<file path="config.mk">
export PLATFORM = sky130hd
export DESIGN_NAME = ppat_ctrl
export DESIGN_NICKNAME = d
export VERILOG_FILES = /design/src/ppat_pkg.sv /design/src/ppat_ctrl.sv
export VERILOG_INCLUDE_DIRS = /design/src /design/src/src
export SDC_FILE = /design/constraint.sdc
export NUM_CORES = 1
export LEC_CHECK = 0
export BUFFER_PORTS_ARGS = -buffer_cell sky130_fd_sc_hd__buf_2
export CAP_MARGIN = 40
export CORE_MARGIN = 8
export CORE_UTILIZATION = 54
export CTS_CLUSTER_DIAMETER = 100
export DETAILED_ROUTE_END_ITERATION = 6
export GPL_TIMING_DRIVEN = 0
export PLACE_DENSITY = 0.83
export SYNTH_ARGS = -nofsm -noshare
export SYNTH_HDL_FRONTEND = slang
export SYNTH_SLANG_ARGS = --single-unit
</file>
<file path="constraint.sdc">
create_clock -name clock -period 4.4 [get_ports clock]
set_input_delay 0.22 -clock clock [delete_from_list [all_inputs] [get_ports clock]]
set_output_delay 0.22 -clock clock [all_outputs]
set_load 0.005 [all_outputs]
</file>
<file path="src/payment_part_aggregation_table_assert.svh">
// assertion macros shared by the payment part aggregation table modules
`ifndef PAYMENT_PART_AGGREGATION_TABLE_ASSERT_SVH
`define PAYMENT_PART_AGGREGATION_TABLE_ASSERT_SVH

// property checked on every clock edge outside reset
`define PPAT_ASSERT(lbl, prop, msg) \
   lbl: assert property (@(posedge clock) disable iff (reset) prop) else $error(msg);

// property checked on every clock edge, reset included
`define PPAT_ASSERT_RST(lbl, prop, msg) \
   lbl: assert property (@(posedge clock) prop) else $error(msg);

`endif

</file>
<file path="src/ppat_pkg.sv">
// shared types and constants of the payment part aggregation table
package ppat_pkg;

   localparam int KEY_W      = 256;
   localparam int WORD_W     = 64;
   localparam int TIME_W     = 32;
   localparam int COUNT_W    = 6;
   localparam int LIVE_OUT_W = 4;
   localparam int CSR_ADDR_W = 3;
   localparam int CSR_DATA_W = 32;

   localparam logic [TIME_W-1:0] TIMEOUT_RESET = 32'd60;
   localparam logic              REG_TIMEOUT   = 1'b0;

   typedef enum logic [1:0] {
      KIND_ADD    = 2'd0,
      KIND_SWEEP  = 2'd1,
      KIND_LIST   = 2'd2,
      KIND_REMOVE = 2'd3
   } kind_type;

   typedef enum logic [1:0] {
      STAT_REJECT     = 2'd0,
      STAT_INCOMPLETE = 2'd1,
      STAT_COMPLETE   = 2'd2,
      STAT_NOT_ADD    = 2'd3
   } status_type;

   typedef enum logic [3:0] {
      ST_IDLE,
      ST_SCAN_RD,
      ST_SCAN_CHK,
      ST_DISPATCH,
      ST_ADD_SUM,
      ST_ADD_EVAL,
      ST_REC_RD,
      ST_REC_CHK,
      ST_ID_CHK,
      ST_ID_RD,
      ST_ID_OUT,
      ST_CLOSE
   } state_type;

   typedef struct packed {
      logic start;
      logic scan_chk;
      logic alloc;
      logic add_sum;
      logic add_eval;
      logic remove;
      logic sweep_commit;
      logic hold_rec;
      logic emit_id;
      logic emit_close;
   } ctrl_cmd_type;

   typedef struct packed {
      kind_type kind;
      logic     match_found;
      logic     free_found;
      logic     expired;
      logic     more_ids;
      logic     out_free;
   } dp_sts_type;

endpackage

</file>
<file path="src/ppat_ctrl.sv">
// sequencer of the payment part aggregation table
`include "payment_part_aggregation_table_assert.svh"
module ppat_ctrl #(
   parameter int ENTRIES = 8,
   parameter int PARTS_PER_ENTRY = 8,
   localparam int EW = (ENTRIES > 1) ? $clog2(ENTRIES) : 1,
   localparam int HW = $clog2(PARTS_PER_ENTRY + 1)
) (
   input  logic                   clock,
   input  logic                   reset,
   input  logic                   req_valid,
   output logic                   req_stall,
   input  ppat_pkg::dp_sts_type   sts,
   output ppat_pkg::ctrl_cmd_type cmd,
   output logic [EW-1:0]          idx,
   output logic [HW-1:0]          part_idx
);
   import ppat_pkg::*;

   state_type       state_ff, state_in;
   logic [EW-1:0]   idx_ff, idx_in;
   logic [HW-1:0]   j_ff, j_in;
   logic            last_entry;

   assign last_entry = (idx_ff == EW'(ENTRIES - 1));
   assign idx        = idx_ff;
   assign part_idx   = j_ff;

   // next state
   always_comb begin
      state_in = state_ff;
      case (state_ff)
         ST_IDLE:     if (req_valid) state_in = ST_SCAN_RD;
         ST_SCAN_RD:  state_in = ST_SCAN_CHK;
         ST_SCAN_CHK: state_in = last_entry ? ST_DISPATCH : ST_SCAN_RD;
         ST_DISPATCH: begin
            case (sts.kind)
               KIND_ADD:   state_in = (sts.match_found || sts.free_found) ?
                                      ST_ADD_SUM : ST_CLOSE;
               KIND_SWEEP: state_in = ST_REC_RD;
               KIND_LIST:  state_in = sts.match_found ? ST_ID_CHK : ST_CLOSE;
               default:    state_in = ST_CLOSE;
            endcase
         end
         ST_ADD_SUM:  state_in = ST_ADD_EVAL;
         ST_ADD_EVAL: state_in = ST_CLOSE;
         ST_REC_RD:   state_in = ST_REC_CHK;
         ST_REC_CHK: begin
            if (sts.expired) state_in = ST_ID_CHK;
            else state_in = last_entry ? ST_CLOSE : ST_REC_RD;
         end
         ST_ID_CHK: begin
            if (sts.more_ids) state_in = ST_ID_RD;
            else if (sts.kind == KIND_LIST || last_entry) state_in = ST_CLOSE;
            else state_in = ST_REC_RD;
         end
         ST_ID_RD:    state_in = ST_ID_OUT;
         ST_ID_OUT:   if (sts.out_free) state_in = ST_ID_CHK;
         ST_CLOSE:    if (sts.out_free) state_in = ST_IDLE;
         default:     state_in = ST_IDLE;
      endcase
   end

   // entry and part counters
   always_comb begin
      idx_in = idx_ff;
      j_in   = j_ff;
      case (state_ff)
         ST_IDLE:     if (req_valid) idx_in = '0;
         ST_SCAN_CHK: if (!last_entry) idx_in = idx_ff + EW'(1);
         ST_DISPATCH: begin
            idx_in = '0;
            j_in   = '0;
         end
         ST_REC_CHK: begin
            if (sts.expired) j_in = '0;
            else if (!last_entry) idx_in = idx_ff + EW'(1);
         end
         ST_ID_CHK: begin
            if (!sts.more_ids && sts.kind != KIND_LIST && !last_entry) begin
               idx_in = idx_ff + EW'(1);
            end
         end
         ST_ID_OUT:   if (sts.out_free) j_in = j_ff + HW'(1);
         default:     ;
      endcase
   end

   // outputs
   always_comb begin
      cmd       = '0;
      req_stall = 1'b1;
      case (state_ff)
         ST_IDLE: begin
            req_stall = 1'b0;
            cmd.start = req_valid;
         end
         ST_SCAN_CHK: cmd.scan_chk = 1'b1;
         ST_DISPATCH: begin
            cmd.alloc        = (sts.kind == KIND_ADD) && !sts.match_found && sts.free_found;
            cmd.remove       = (sts.kind == KIND_REMOVE) && sts.match_found;
            cmd.sweep_commit = (sts.kind == KIND_SWEEP);
         end
         ST_ADD_SUM:  cmd.add_sum = 1'b1;
         ST_ADD_EVAL: cmd.add_eval = 1'b1;
         ST_REC_CHK:  cmd.hold_rec = 1'b1;
         ST_ID_OUT:   cmd.emit_id = sts.out_free;
         ST_CLOSE:    cmd.emit_close = sts.out_free;
         default:     ;
      endcase
   end

   // state and counter registers
   always_ff @(posedge clock) begin
      if (reset) begin
         state_ff <= ST_IDLE;
         idx_ff   <= '0;
         j_ff     <= '0;
      end else begin
         state_ff <= state_in;
         idx_ff   <= idx_in;
         j_ff     <= j_in;
      end
   end

   `PPAT_ASSERT_RST(a_reset_to_idle, reset |=> (state_ff == ST_IDLE), "fsm not idle after reset")
   `PPAT_ASSERT(a_scan_from_zero, cmd.start |=> (idx_ff == '0 && state_ff == ST_SCAN_RD), "scan did not start at entry zero")
   `PPAT_ASSERT(a_close_ends_item, cmd.emit_close |=> (state_ff == ST_IDLE), "closing transfer did not end the item")

endmodule

</file>
* Yosys cells after proc, flatten, opt, wreduce, memory -nomap -nowiden
Index checks and enable logic that the tools add are counted.
** Operators by class
- Eq/ne operators :: 22
- Add/sub/neg operators :: 2
- Muxes and demuxes :: 30
- Reduce and logical (&&, ||, !) cells :: 17
** Operators by type and width (number)
- $pmux W4 S12 :: 1
- $mux W4 :: 10
- $pmux W4 S3 :: 2
- $eq A4 B3 Y1 const B :: 4
- $eq A4 B4 Y1 const B :: 4
- $pmux W3 S5 :: 1
- $ne A2 B2 Y1 const B :: 7
- $mux W3 :: 4
- $mux W1 :: 9
- $eq A4 B2 Y1 const B :: 2
- $mux W2 :: 3
- $reduce_and A3 Y1 :: 2
- $logic_and A1 B1 Y1 :: 5
- $reduce_bool A5 Y1 :: 1
- $add A4 B1 Y4 const B :: 1
- $eq A2 B2 Y1 const B :: 2
- $eq A4 B1 Y1 const B :: 1
- $logic_not A4 Y1 :: 1
- $reduce_and A4 Y1 :: 1
- $add A3 B1 Y3 const B :: 1
- $eq A3 B3 Y1 const B :: 1
- $logic_not A1 Y1 :: 3
- $reduce_bool A3 Y1 :: 1
- $eq A2 B1 Y1 const B :: 1
- 2 further kinds :: 3
** Storage, ports and cells
- Register bits :: 11
- Word-level logic and storage cells :: 74
- Output and inout bits :: 18

* Depth between registers and ports, before layout
Gate-level depths: netlist of the first run.
- Depth in word-level cells :: 5
- Gate-level depth with buffers :: 6

* Least setup slack after synthesis of the first run
OpenSTA, ideal clock, no wires.
- Kind :: reg2reg
- From :: register idx_ff[0], in the netlist idx[0]
- To :: register idx_ff[0], in the netlist idx[0]
- Data arrival time :: 1.741 ns
- Library setup time :: 0.072 ns
- Cell stages (with the launch flop) :: 6
- Required time :: 4.328 ns
- Path slack :: 2.587 ns
- Cells stage by stage :: dfxtp_1 ha_1 ha_1 or4_4 a311oi_4 mux2i_1
** Between the ends
- Word-level cells in the longest chain between the ends :: 5
- Elaborated cells on any way between the ends :: 10
- Those cells by class :: 1 x add/sub; 2 x eq/ne; 4 x mux; 3 x reduce/logical
** RTL lines
- start, declared :: line ppat_ctrl.sv:21 : logic [EW-1:0] idx_ff, idx_in;
- start signal, assigned :: line ppat_ctrl.sv:121 : idx_ff <= idx_in;
- parallel branches: the longest is 5 deep, another holds $add A3 B1 Y3
Several ways; the timed one is not identified. The select of a mux whose other input is x is not followed.
A chain may end at the register's enable or synchronous reset.

==> impl_metrics.toml, run 1 <==
[synth]
synth_area_leader_cell = "dfxtp_1"
synth_most_common_cell = "dfxtp_1"
synth_seq_area_share = 0.233
synth.ff_latch_count = 11
synth_ff_type = "dfxtp_1"
syn_area_um2 = 946
yosysWarnings = 0
syn_nets = 136
synth_cells = 123
netlist-cell-type-count = 44
synthTopCellsByCount = "dfxtp_1 (11), nand2_1 (10), nor2_1 (9), inv_1 (7), nand2b_1 (7)"
avgSynthCellArea_um2 = 7.69
synth_async_sr_flop_share = 0
synth.area.top_cells = "dfxtp_1 (23%), nand2b_1 (4.6%), ha_1 (4.0%), nand2_1 (4.0%), nor2_1 (3.6%)"
synth.top_cell.area_share = 0.233
synth_edf_count = 0

[critical_path]
r2r_end = "idx[0]"
startpoint_type = "register"
worstSetupEndpointType = "output port"
r2r_start = "idx[0]"
path_class = "register to output port"
arrival_ns = 1.93
critPathRequiredTime_ns = 4.18
r2r_cells = 5
r2r_slack_ns = 2.46
cp_max_fo = 10

[outcome]
status = "finished clean"

[clock_tree]
clock_latency_ns = 0.27
cts_sinks = 11
post_cts_buffers = 0
root_buffer = "clkbuf_4"
cts_tree = "done"
cts_buffers = 3
postCtsHoldBufs = 0
clk_pin_slew_ns = 0.07
clockBufferDepth = 2
cts_htree_levels = 1
cts_resized = 0

[pwr]
pwr-share-comb = 0.393
seq_power_share = 0.373
pwr-share-clk = 0.234
switchingPower_mw = 0.106
power_density_nw_per_um2 = 259
ir_worst_vdd_v = 0.000206
p_leak_nw = 0.520
total_power_mw = 0.292
p_int_mw = 0.186
swShare = 0.362

[die]
pin_count = 28
dieArea_um2 = 3350
num_rows = 15
start_util = 0.560
core_um2 = 1690
die_width_um = 57.9
die_h_um = 57.9

[routing]
drc = 0
ant_nets = 0
drtIter0Drc = 47
drt-vias-per-instance = 6.29
first_pass_iters = 4
routed_wl_um = 2660
via_count = 1075
post_drt_wl_per_cell_um = 15.5

[sta]
max_freq_ghz = 0.464
fin_setup_tns_ns = 0
post-route-period-util = 0.489
rsz0062_at_grt = "no"
fin_hold_ws_ns = 0.220
fin_ws_ns = 2.25
slew-limit-headroom = 0.647
tightest_slew_ns = 0.530
slew_viol_final = 0
period_minus_slack_ns = 2.15
hold_viol_final = 0
fin_skew_ns = 0.00553
final-setup-viol-count = 0

[flow_run]
cap_violations = 0

[placed_design]
dp_cells = 167
gp_congestion = 0.971
pre_cts_ws_ns = 2.47
place_hpwl_um = 2070
post_dp_cell_area_um2 = 1100
io_buffer_count = 27

[global_routing]
first_global_vias = 1053
grt_pass1_wl_um = 4330
overflow = 0
grt_max_degree = 11
antenna_found_initial = 0
track_usage = 0.156

[hold_path]
hold_depth = 2
hold_start = "reset"
hold_class = "primary input to register"
hold_path_end = "state_ff[2]"

[final_layout]
stdcell_area_um2 = 1130
final_core_util = 0.668
instances_no_fill = 171
n_antenna_cell = 0
area_growth_pct = 19.3
fin_nets = 168
drive_gt1_frac = 0.227
==> flip-flops by register name (all words and copies together) (netlist names) <==
register and count:
idx 3, state_ff 4, part_idx 4
==> worst max-delay path, stage by stage (launching register included) <==
cell,delay [ns]
dfxtp_1,0.33
buf_6,0.13
clkbuf_1,0.33
nand2_1,0.19
nor4_1,0.34
and3_1,0.22
buf_2,0.11
==> cell type report <==
type / instances / area [um^2]
Sequential cell: 11 / 220
Buffer: 6 / 31.3
Clock buffer: 4 / 26.3
Tap cell: 17 / 21.3
Timing Repair Buffer: 27 / 135
Fill cell: 138 / 561
Inverter: 7 / 26.3
Multi-Input combinational cell: 99 / 668
==> cell families after synthesis <==
kind of cell    synth area share
compound gates             0.280
xor+xnor                 0.00926
fa+ha+maj                 0.0397
buf+inv                   0.0608
flops                      0.233
mux                       0.0317
simple gates               0.345
==> worst max-delay path by stage <==
stage,from,endpoint,slack (ns),depth (start not counted)
after floorplan,idx[0],idx[0],2.59,5
after global routing,state_ff[0],cmd[7],2.14,6
after CTS,state_ff[0],cmd[7],2.27,6
after global placement,idx[0],idx[1],2.50,5
after detailed placement,idx[0],idx[0],2.47,5
final,state_ff[0],cmd[7],2.25,6
==> cells in the final DEF, fill, tap and decap left out, types with 2 or more instances in the layout <==
master and instances:
a21boi_0 3, a21oi_1 4, a32oi_1 2, and2_1 2, and3_1 4, buf_2 28, clkbuf_1 5, clkbuf_4 3
dfxtp_1 11, ha_1 3, inv_1 7, mux2i_1 3, nand2_1 10, nand2b_1 7, nand3_1 2, nand4_1 5
nor2_1 9, nor2b_1 4, nor3_1 6, nor4_1 4, o21a_1 2, o21ai_0 4, or3_1 4
==> routing by layer <==
layer / up-vias / track usage / wire, um / part of all wire
li1: 530 / - / - / -
met3: 2 / 0.0618 / 252 / 0.095
met1: 490 / 0.172 / 1070 / 0.40
met4: 0 / 0.0210 / 17 / 0.0064
met5: - / 0 / 0 / 0
met2: 53 / 0.279 / 1320 / 0.50
==> power groups by stage <==
| stage | logic [mW] | registers, mW | clock network, mW |
|---|---|---|---|
| 2_1_floorplan | 0.0813 | 0.110 | 0 |
| 3_3_place_gp | 0.110 | 0.111 | 0 |
| 3_5_place_dp | 0.112 | 0.111 | 0 |
| 4_1_cts | 0.112 | 0.109 | 0.0711 |
| 5_1_grt | 0.124 | 0.110 | 0.0758 |
| 6_report | 0.115 | 0.109 | 0.0683 |
Note: power is estimated with default switching activity, not from simulation.
==> inputs of run 2 (changes only) <==
ABC_AREA = 1   (was default)
CORE_UTILIZATION = 45   (was 54)
PLACE_DENSITY = 0.75   (was 0.83)
clock period = 1.9 ns   (was 4.4 ns; I/O delays follow)
==> impl_metrics.toml, run 2 <==
[synth]
yosysWarnings = 0
syn_nets = 165
synth_most_common_cell = "nand2_1"
synth-adder-area-share = 0.0420
netlist-cell-type-count = 23
synth_ff_type = "dfxtp_1"
synthMuxAreaShare = 0
synth_edf_count = 0
synth.top_cell.area_share = 0.246
synth_top_family_by_area = "simple AND/OR/NAND/NOR gates"
synth.ff_latch_count = 11
synth_compound_area_frac = 0.0896
synth_seq_area_share = 0.246
synth-xor-area-share = 0.0196
synth_area_leader_cell = "dfxtp_1"
synth_async_sr_flop_share = 0
synth.area.top_cells = "dfxtp_1 (25%), nand2_1 (20%), nor2_1 (8.8%), nand3_1 (8.4%), inv_1 (6.7%)"
syn_area_um2 = 893
avgSynthCellArea_um2 = 5.88
synthTopCellsByCount = "nand2_1 (48), nor2_1 (21), inv_1 (16), nand3_1 (15), dfxtp_1 (11)"
synth_cells = 152
synth-simple-area-share = 0.506

[placed_design]
dp_cells = 205
gp_congestion = 0.877
place_hpwl_um = 2060
post_dp_cell_area_um2 = 1060
io_buffer_count = 26

[die]
core_um2 = 1920
dieArea_um2 = 3670
start_util = 0.465
die_width_um = 60.6
die_h_um = 60.6
pin_count = 28
num_rows = 16

[final_layout]
instances_no_fill = 209
final_common_cell = "nand2_1"
fillers = 210
layout_common_cells = "nand2_1 (48), buf_2 (26), nor2_1 (21)"
area_growth_pct = 21.3
final_core_util = 0.564
fin_nets = 196
drive_gt1_frac = 0.253
n_antenna_cell = 0
stdcell_area_um2 = 1080

[clock_tree]
cts_sinks = 11
clock_latency_ns = 0.29
cts_tree = "done"
postCtsHoldBufs = 0
clk_pin_slew_ns = 0.09
root_buffer = "clkbuf_4"
cts_buffers = 3
clockBufferDepth = 2
cts_resized = 0
cts_htree_levels = 1
post_cts_buffers = 0

[global_routing]
grt_pass1_wl_um = 4480
grt_max_degree = 10
track_usage = 0.158
antenna_found_initial = 0
overflow = 0
first_global_vias = 1047

[routing]
drt-vias-per-instance = 5.19
ant_nets = 0
first_pass_iters = 4
post_drt_wl_per_cell_um = 12.6
routed_wl_um = 2630
drc = 0
via_count = 1085
drtIter0Drc = 41

[pwr]
p_leak_nw = 0.628
ir_worst_vdd_v = 0.000358
power_density_nw_per_um2 = 635

[sta]
rsz0062_at_grt = "no"
fin_setup_tns_ns = 0
fin_skew_ns = 0.0113
hold_viol_final = 0
final-setup-viol-count = 0
post-route-period-util = 0.901
slew_viol_final = 0
period_minus_slack_ns = 1.71
max_freq_ghz = 0.584
slew-limit-headroom = 0.727
tightest_slew_ns = 0.409

[critical_path]
r2r_end = "idx[0]"
path_common_cell = "nand2_1"
cp_slowest_cell = "dfxtp_1"
cp-startpoint = "idx[0]"
critPathRequiredTime_ns = 2.06
r2r_cells = 10
r2r_slack_ns = 0.19
cp_max_fo = 5
cp_slowest_stage_delay_ns = 0.34
cp-endpoint = "idx[0]"
r2r_start = "idx[0]"
arrival_ns = 1.87
cp_cell_sequence = "ha_1 > ha_1 > nor2_1 > o21ai_0 > nand2_1 > nand3_2 > nor2_4 > nand2_1 > nand2_1 > nor2_1"
worstSetupEndpointType = "register"
path_class = "register to register"
startpoint_type = "register"

[outcome]
status = "finished clean"

[flow_run]
cap_violations = 0

[hold_path]
hold_class = "primary input to register"
==> run 2: changes by cell type after synthesis, sizes merged, moves of 4 or more <==
cell,change
clkbuf,-4
nor3,-4
and3,-4
nand2b,-7
nor2b,-4
nor2,+16
nand3,+14
inv,+12
or3,-4
nand2,+43
==> run 2: worst min-delay path by stage <==
| stage | start | end | slack [ns] | cells after the start |
|---|---|---|---|---|
| floorplan | sts[6] | cmd[3] | 0.22 | 1 |
| detailed placement | sts[4] | cmd[7] | 0.45 | 3 |
| CTS | sts[0] | state_ff[0] | 0.18 | 4 |
| global placement | sts[4] | cmd[7] | 0.45 | 3 |
| finish | sts[6] | state_ff[2] | 0.17 | 4 |
| global route | sts[6] | state_ff[2] | 0.20 | 4 |
==> run 2: metrics by stage <==
stage / power [mW] / hold WS (ns) / setup slack [ns]
after global placement: 0.501 / 0.446 / 0.225
after global routing: 0.733 / 0.205 / 0.00885
final: 0.688 / 0.165 / 0.188
after detailed placement: 0.514 / 0.452 / 0.205
after floorplan: 0.439 / 0.224 / 0.392
after CTS: 0.680 / 0.177 / 0.185
==> run 2: critical path: cells and delay by family, from the launching register on <==
kind | cells | cell delay (ns)
AOI/OAI and AO/OA | 1 | 0.10
adders and majority gates | 2 | 0.43
DFF | 1 | 0.34
and+or+nand+nor | 7 | 0.72
==> run 2: layout make-up <==
type / instances / area (um^2) / share of cell area
well taps: 27 / 33.8 / 0.0312
inverters: 19 / 71.3 / 0.0658
plain buffers: 2 / 15.0 / 0.0139
repair buffers: 26 / 130 / 0.120
clock buffers: 4 / 26.3 / 0.0242
multi-input cells: 120 / 587 / 0.542
flip-flops and latches: 11 / 220 / 0.203
==> run 2: cells by family after synthesis <==
family	after synthesis
xor gates and xnor gates	2
buffers and inverters	21
AOI/OAI and AO/OA	14
DFF	11
adders and majority gates	3
and+or+nand+nor	101
==> run 2: power breakdown <==
part           internal (mW)  leakage, nW  switching, mW
clock network         0.0818       0.0150         0.0974
registers              0.251       0.0896         0.0170
logic                 0.0934        0.523          0.148
==> run 2: routing by layer <==
metal / vias up / global-route usage / part of all wire
met4: 0 / 0.0731 / 0.022
met5: - / 0 / 0
met3: 7 / 0.0381 / 0.084
li1: 543 / - / -
met1: 487 / 0.178 / 0.40
met2: 48 / 0.271 / 0.49
==> inputs of run 3 (changes only) <==
CTS_BUF_LIST = sky130_fd_sc_hd__clkbuf_16   (was default)
==> impl_metrics.toml, run 3 (same netlist as run 2, synthesis figures left out) <==
[placed_design]
gp_congestion = 0.877
io_buffer_count = 26
place_hpwl_um = 2060
post_dp_cell_area_um2 = 1060

[routing]
via_count = 1077
drc = 0
routed_wl_um = 2530
first_pass_iters = 4
drt-vias-per-instance = 5.15
drtIter0Drc = 52
ant_nets = 0
post_drt_wl_per_cell_um = 12.1

[sta]
fin_setup_tns_ns = 0
final-setup-viol-count = 0
fin_hold_ws_ns = 0.220
period_minus_slack_ns = 1.71
slew-limit-headroom = 0.728
slew_viol_final = 0
fin_skew_ns = 0.00334
rsz0062_at_grt = "no"
tightest_slew_ns = 0.407
max_freq_ghz = 0.585
hold_viol_final = 0
post-route-period-util = 0.900

[final_layout]
drive_gt1_frac = 0.253
final_core_util = 0.591
layout_common_cells = "nand2_1 (48), buf_2 (26), nor2_1 (21)"
fin_nets = 196
stdcell_area_um2 = 1140
n_antenna_cell = 0
area_growth_pct = 27.2
final_common_cell = "nand2_1"

[die]
core_um2 = 1920
dieArea_um2 = 3670
die_h_um = 60.6
num_rows = 16
start_util = 0.465
pin_count = 28
die_width_um = 60.6

[critical_path]
r2r_cells = 10
critical_path.top_delay_family = "simple AND/OR/NAND/NOR gates"
critPathRequiredTime_ns = 2.01
cp.buffers_inverters = 0
path_class = "register to register"
r2r_end = "idx[0]"
path_common_cell = "nand2_1"
startpoint_type = "register"
arrival_ns = 1.82
r2r_start = "idx[0]"
r2r_slack_ns = 0.19
cp_cell_sequence = "ha_1 > ha_1 > nor2_1 > o21ai_0 > nand2_1 > nand3_2 > nor2_4 > nand2_1 > nand2_1 > nor2_1"
cp_max_fo = 5
cp_slowest_cell = "dfxtp_1"
cp.depth = 10
cp_slowest_stage_delay_ns = 0.33
worstSetupEndpointType = "register"

[clock_tree]
cts_htree_levels = 1
root_buffer = "clkbuf_16"
clockBufferDepth = 2
post_cts_buffers = 0
postCtsHoldBufs = 0
cts_sinks = 11
clock_latency_ns = 0.24
clk_pin_slew_ns = 0.04
cts_resized = 0
cts_buffers = 3
cts_tree = "done"

[global_routing]
antenna_found_initial = 0
grt_pass1_wl_um = 4360
grt_busiest_layer = "met2"
grt_max_degree = 10
grtUsageMet2 = 0.262
grt.met1_usage = 0.177
overflow = 0
track_usage = 0.154
grtUsageMet3 = 0.0318
first_global_vias = 1026

[flow_run]
cap_violations = 0

[hold_path]
hold_path_end = "state_ff[0]"
hold_class = "primary input to register"
hold_start = "sts[0]"
hold_depth = 4

[pwr]
p_leak_nw = 0.655
power_density_nw_per_um2 = 789
ir_worst_vdd_v = 0.000457

[outcome]
status = "finished clean"
## run 3: changes by cell type in the layout (fill, tap and decap cells not counted)
| cell | change |
|---|---|
| clkbuf_16 | +3 |
| inv_1 | +1 |
| clkbuf_4 | -3 |
| clkbuf_1 | -1 |
## run 3: tightest hold or removal path: cells and delay by family
family / cells / cell delay [ns]
AOI/OAI and AO/OA: 1 / 0.06
buffers and inverters: 2 / 0.16
and+or+nand+nor: 1 / 0.10
## run 3: metrics by stage
| step | power [mW] | worst slack [ns] | instances |
|---|---|---|---|
| 2_1_floorplan | 0.439 | 0.392 | 152 |
| 3_3_place_gp | 0.501 | 0.225 | 205 |
| 3_5_place_dp | 0.514 | 0.205 | 205 |
| 4_1_cts | 0.902 | 0.186 | 209 |
| 5_1_grt | 0.949 | 0.0196 | 209 |
| 6_report | 0.897 | 0.189 | 209 |
## run 3: worst max-delay path by stage
stage,start,endpoint,slack (ns)
2_1_floorplan,idx[0],idx[0],0.39
3_3_place_gp,idx[0],idx[0],0.22
3_5_place_dp,idx[0],idx[0],0.21
4_1_cts,idx[0],idx[0],0.19
5_1_grt,idx[0],idx[2],0.02
6_report,idx[0],idx[0],0.19
## run 3: final cells by class
class	instances	area (um^2)
fillers	196	786
multi-input cells	120	587
clock inverters	1	3.75
clock buffers	3	75.1
repair buffers	26	130
plain buffers	2	15.0
inverters	19	71.3
flip-flops and latches	11	220
well taps	27	33.8
## run 3: power by group
part | internal [mW] | switching, mW | total, mW
logic | 0.0934 | 0.148 | 0.241
registers | 0.252 | 0.0171 | 0.269
clock network | 0.277 | 0.109 | 0.386
total | 0.622 | 0.274 | 0.897
## run 3: per-layer routing
layer,vias to the layer above,share of wire
li1,539,-
met1,490,0.42
met2,43,0.50
met3,5,0.068
met4,0,0.018
met5,-,0
